[config.mk]
export PLATFORM = sky130hd
export DESIGN_NAME = scc_ctrl
export DESIGN_NICKNAME = d
export VERILOG_FILES = /design/src/rtl/core/scc_pkg.sv /design/src/rtl/core/scc_ctrl.sv
export SDC_FILE = /design/constraint.sdc
export NUM_CORES = 1
export LEC_CHECK = 0
export BUFFER_PORTS_ARGS = -buffer_cell sky130_fd_sc_hd__clkbuf_2
export CORE_UTILIZATION = 44
export CTS_CLUSTER_SIZE = 24
export DETAILED_ROUTE_END_ITERATION = 16
export MAX_ROUTING_LAYER = met4
export PLACE_DENSITY = 0.79
export SLEW_MARGIN = 25
export SYNTH_ARGS = -nofsm -noshare
export SYNTH_HDL_FRONTEND = slang
export SYNTH_SLANG_ARGS = --single-unit
[constraint.sdc]
create_clock -name i_clk -period 1.3 [get_ports i_clk]
set_input_delay 0.26 -clock i_clk [delete_from_list [all_inputs] [get_ports i_clk]]
set_output_delay 0.26 -clock i_clk [all_outputs]
set_load 0.01 [all_outputs]
[src/rtl/core/scc_pkg.sv]
// Shared codes and controller/datapath interface types of the component search.
// No dependencies.
`timescale 1ns / 1ps

package scc_pkg;

    localparam int FW = 7;

    // Input command codes
    localparam logic [1:0] CMD_ADD   = 2'd0;
    localparam logic [1:0] CMD_RUN   = 2'd1;
    localparam logic [1:0] CMD_QUERY = 2'd2;
    localparam logic [1:0] CMD_CLEAR = 2'd3;

    // Result status codes
    localparam logic [1:0] STS_OK     = 2'd0;
    localparam logic [1:0] STS_FULL   = 2'd1;
    localparam logic [1:0] STS_RANGE  = 2'd2;
    localparam logic [1:0] STS_NO_RUN = 2'd3;

    typedef logic [4:0] t_op;

    // Controller states, also the step code sent to the datapath
    localparam t_op S_IDLE     = 5'd0;
    localparam t_op S_ADD_CHK  = 5'd1;
    localparam t_op S_ADD_WR   = 5'd2;
    localparam t_op S_ADD_LINK = 5'd3;
    localparam t_op S_CLR      = 5'd4;
    localparam t_op S_QRY_CHK  = 5'd5;
    localparam t_op S_QRY_ID   = 5'd6;
    localparam t_op S_QRY_MIN  = 5'd7;
    localparam t_op S_RUN_INIT = 5'd8;
    localparam t_op S_ROOT     = 5'd9;
    localparam t_op S_VISIT    = 5'd10;
    localparam t_op S_HEAD     = 5'd11;
    localparam t_op S_EDGE     = 5'd12;
    localparam t_op S_EDGE_RD  = 5'd13;
    localparam t_op S_V_DISC   = 5'd14;
    localparam t_op S_POP      = 5'd15;
    localparam t_op S_SCC_RD   = 5'd16;
    localparam t_op S_SCC_W    = 5'd17;
    localparam t_op S_SCC_MIN  = 5'd18;
    localparam t_op S_RET      = 5'd19;
    localparam t_op S_RET_RD   = 5'd20;
    localparam t_op S_RET_LD   = 5'd21;
    localparam t_op S_RUN_END  = 5'd22;
    localparam t_op S_FIN      = 5'd23;

    typedef struct packed {
        t_op  op;
        logic take;
    } t_cmd;

    typedef struct packed {
        logic bad_a;
        logic bad_ab;
        logic full;
        logic run_done;
        logic tail_live;
        logic root_over;
        logic root_seen;
        logic edge_live;
        logic v_bad;
        logic v_new;
        logic v_onstk;
        logic stk_full;
        logic scc_root;
        logic scc_more;
        logic fp_one;
        logic out_free;
    } t_stat;

endpackage

[src/rtl/core/scc_ctrl.sv]
// Sequencer of the component search: picks the step the datapath performs.
// Depends on scc_pkg.
`timescale 1ns / 1ps

module scc_ctrl import scc_pkg::*; (
    input  logic       i_clk,
    input  logic       i_rst_n,
    input  logic       i_valid,
    input  logic [1:0] i_kind,
    input  t_stat      i_st,
    output logic       o_ready,
    output t_cmd       o_cmd
);

    t_op r_state;
    t_op n_state;
    logic take;

    assign o_ready    = (r_state == S_IDLE);
    assign take       = o_ready && i_valid;
    assign o_cmd.op   = r_state;
    assign o_cmd.take = take;

    // next step
    always_comb begin
        n_state = r_state;
        unique case (r_state)
            S_IDLE: begin
                if (take) begin
                    unique case (i_kind)
                        CMD_ADD:   n_state = S_ADD_CHK;
                        CMD_RUN:   n_state = S_RUN_INIT;
                        CMD_QUERY: n_state = S_QRY_CHK;
                        CMD_CLEAR: n_state = S_CLR;
                        default:   n_state = S_IDLE;
                    endcase
                end
            end
            S_ADD_CHK:  n_state = (i_st.bad_ab || i_st.full) ? S_FIN : S_ADD_WR;
            S_ADD_WR:   n_state = i_st.tail_live ? S_ADD_LINK : S_FIN;
            S_ADD_LINK: n_state = S_FIN;
            S_CLR:      n_state = S_FIN;
            S_QRY_CHK:  n_state = (i_st.bad_a || !i_st.run_done) ? S_FIN : S_QRY_ID;
            S_QRY_ID:   n_state = S_QRY_MIN;
            S_QRY_MIN:  n_state = S_FIN;
            S_RUN_INIT: n_state = S_ROOT;
            S_ROOT: begin
                if (i_st.root_over) begin
                    n_state = S_RUN_END;
                end else if (!i_st.root_seen) begin
                    n_state = S_VISIT;
                end
            end
            S_VISIT:    n_state = S_HEAD;
            S_HEAD:     n_state = S_EDGE;
            S_EDGE:     n_state = i_st.edge_live ? S_EDGE_RD : S_POP;
            S_EDGE_RD: begin
                if (i_st.v_bad) begin
                    n_state = S_EDGE;
                end else if (i_st.v_new) begin
                    n_state = i_st.stk_full ? S_EDGE : S_VISIT;
                end else if (i_st.v_onstk) begin
                    n_state = S_V_DISC;
                end else begin
                    n_state = S_EDGE;
                end
            end
            S_V_DISC:   n_state = S_EDGE;
            S_POP:      n_state = i_st.scc_root ? S_SCC_RD : S_RET;
            S_SCC_RD:   n_state = S_SCC_W;
            S_SCC_W:    n_state = i_st.scc_more ? S_SCC_RD : S_SCC_MIN;
            S_SCC_MIN:  n_state = S_RET;
            S_RET:      n_state = i_st.fp_one ? S_ROOT : S_RET_RD;
            S_RET_RD:   n_state = S_RET_LD;
            S_RET_LD:   n_state = S_EDGE;
            S_RUN_END:  n_state = S_FIN;
            S_FIN:      n_state = i_st.out_free ? S_IDLE : S_FIN;
            default:    n_state = S_IDLE;
        endcase
    end

    always_ff @(posedge i_clk) begin
        if (!i_rst_n) begin
            r_state <= S_IDLE;
        end else begin
            r_state <= n_state;
        end
    end

endmodule

==> impl_metrics.tcl <==
set metrics [dict create \
    holdPathStages 2 \
    first_iter_violations 46 \
    internal-power_w 0.001544 \
    cp.arrival_ns 1.71 \
    synth_commonest_cells "buf_6 (9), nor2_1 (8), a21oi_1 (7), nand2_1 (7), dfxtp_1 (5)" \
    clk_path_buf_depth 2 \
    setup_viol 7 \
    htreeDepth 1 \
    maxCapViolations 0 \
    top_regs "r_state x5" \
    layout-drive-gt1-share_pct 61.68 \
    dp_slack_ns -0.1902 \
    clock_latency_ns 0.24 \
    fmax_mhz 623.7 \
    violations "negative setup slack" \
    syn_area_per_cell_um2 7.838 \
    reg2reg_depth 5 \
    power_frac_clock_pct 6.5 \
    grt_setup_unrepaired "yes" \
    io_pins 28 \
    post-synth-top-count-cell "buf_6" \
    required_ns 1.41 \
    top_register "r_state" \
    synth-main-ff-cell "dfxtp_1" \
    min-delay-start "i_rst_n" \
    syn_area_um2 799.5 \
    antenna_found_initial 0 \
    critical-path-top-delay-family "compound AO/OA/AOI/OAI gates" \
    final_core_util_pct 81.54 \
    synth_edf_count 0 \
    portBuffers 27 \
    synth_fp_nets 123 \
    synthArstFlopShare_pct 0 \
    rr_startpoint "r_state[1]" \
    p_per_area_nw_per_um2 2026 \
    route.detailed.drc 0 \
    grt_pass1_wl_um 4747 \
    fin_tns_setup_ns -1.324 \
    ys_seq_area_share_pct 12.52 \
    hold_viol_final 0 \
    fill_cells 106 \
    start_util_pct 46.81 \
    pwr-share-seq_pct 12.3 \
    row_count 15 \
    p_leak_nw 0.6314 \
    syn_inst 102 \
    grt_pass1_vias 1092 \
    synth_area_leaders "buf_6 (13%), dfxtp_1 (13%), a21oi_1 (4.4%)" \
    viasPerCell 6.016 \
    fin_ws_ns -0.3033 \
    cp_max_fo 11 \
    crit_slowest_cell "dfxtp_4" \
    cts_tree "built" \
    drt_wl_total_um 3325 \
    cp_num_buf_inv 0 \
    post-dp-hpwl_um 1802 \
    cp.depth 5 \
    largest_reg_flops 5 \
    synth_top_area_cell "buf_6" \
    fin_skew_ns 0.002723 \
    ys_ff_latch 5 \
    die_height_um 44.63 \
    coreArea_um2 1708 \
    yosysTopAreaCellShare_pct 12.68 \
    cts_sinks 5 \
    reg2reg_slack_ns -0.30 \
    globalplace.congestion 0.8721 \
    hold_path_class "in2reg" \
    finalCritPeriodShare_pct 123.3 \
    wire_per_inst_um 17.32 \
    nNetsFinal 189 \
    worst_pin_slew_ns 0.3279 \
    crit_path_end_kind "flip-flop" \
    timing.rr.end "r_state[4]" \
    cts-root-buf "clkbuf_4" \
    vias 1155 \
    cp_slowest_stage_delay_ns 0.42 \
    critPathKind "reg2reg" \
    crit_path_cell_trace "nor2b_1 -> nor3b_1 -> a22o_1 -> a211oi_2 -> a21boi_1" \
    netlist-cell-type-count 46 \
    vdd_ir_drop_max_uv 1114 \
    stdcell_count 192 \
    grt_overflow 0 \
    clk_pin_slew_worst_paths_ns 0.05 \
    finalMaxSlewViolations 0 \
    total_power_w 0.002821 \
    comb_power_share_pct 81.1 \
    hold_buffers 0 \
    grt.total_usage_pct 33.51 \
    diodes 0 \
    first_pass_iters 4 \
    start_kind "flip-flop" \
    grt_max_degree 13 \
    netSwitchingPower_w 0.001277 \
    slew_headroom_pct 78.10 \
    status "finished, violations left" \
    final_antenna_net_count 0 \
    startpoint "r_state[1]" \
    dp.cells 168 \
    syn2layout_area_growth_pct 74.18 \
    die_x_um 44.63 \
    die_area_um2 1991 \
    ys.warnings.count 0 \
    sw_frac_of_total_pct 45.26 \
    fin_crit_ns 1.603 \
    numCtsBuffers 3 \
    whs_endpoint "r_state[4]" \
]
through the flow:
| stage | cell area [µm²] | hold WS [ns] |
|---|---|---|
| 2_1_floorplan | 803.3 | 0.4131 |
| 3_3_place_gp | 1041 | 0.5273 |
| 3_5_place_dp | 1041 | 0.5375 |
| 4_1_cts | 1269 | 0.2759 |
| 5_1_grt | 1393 | 0.3028 |
| 6_report | 1393 | 0.3012 |
layout make-up:
cell class                 instances  area, µm²  share of cell area (%)
sequential                         5      118.9                   8.535
multi-input combinational         81      646.9                   46.45
clock buffer                       4      26.28                   1.887
tap                               25      31.28                   2.246
inverter                           4      18.77                   1.348
timing repair buffer              73      550.5                   39.53
timing repair:
action / CTS / global route
setup buffers: 17 / 4
endpoints found under the setup margin: 9 / 10
gates resized for setup: 19 / 25
hold endpoints to repair: 0 / 0
cloned: 0 / 0
pin swaps: 7 / 9
layer usage:
layer	track usage, %	up-vias	wire [µm]
li1	-	519	-
met1	34.31	527	1157
met2	59.71	84	1690
met3	4.898	25	269
met4	20.00	0	208
met5	-	-	0
worst max path at each step:
stage | slack, ns | end
CTS | -0.13 | o_cmd[0]
floorplan | 0.01 | r_state[3]
global placement | -0.09 | r_state[3]
global route | -0.27 | r_state[4]
finish | -0.30 | r_state[4]
detailed placement | -0.19 | r_state[3]
cells in the final DEF, fill, tap and decap left out, types with 2 or more instances in the layout:
master	count
a31oi_1	2
nor4_1	2
a21oi_1	6
nand3b_1	3
o311a_1	2
clkbuf_4	3
clkbuf_2	24
buf_6	12
nor2b_1	2
a32oi_1	2
nand2b_1	2
nor3_1	2
xor2_1	2
o21ai_0	3
buf_4	34
o21ai_1	2
dfxtp_4	5
nor2_1	6
nor3b_1	2
inv_1	2
nand2_1	6
nor3_2	3
power groups by stage:
stage	Combinational [W]	Sequential (W)	Clock, W
floorplan	0.00105	0.000296	0
global placement	0.00137	0.000374	0
detailed placement	0.00142	0.000382	0
CTS	0.00184	0.000340	0.000186
global route	0.00240	0.000350	0.000201
finish	0.00229	0.000348	0.000184
worst register-to-register path, stage by stage (launching register included):
cell and delay, ns:
dfxtp_4 0.42, nor2b_1 0.26, nor3b_1 0.08, a22o_1 0.21
a211oi_2 0.34, a21boi_1 0.15
kinds of logic (layout without fill, tap and decap cells):
group	count (synthesis)	in the layout	share of synthesized area, %
compound gates	35	35	32.87
flops	5	5	12.52
buf+inv	16	81	17.37
mux	1	1	1.252
xor+xnor	3	3	3.287
simple gates	42	42	32.71
No activity file was read; power rests on OpenSTA's default activity.
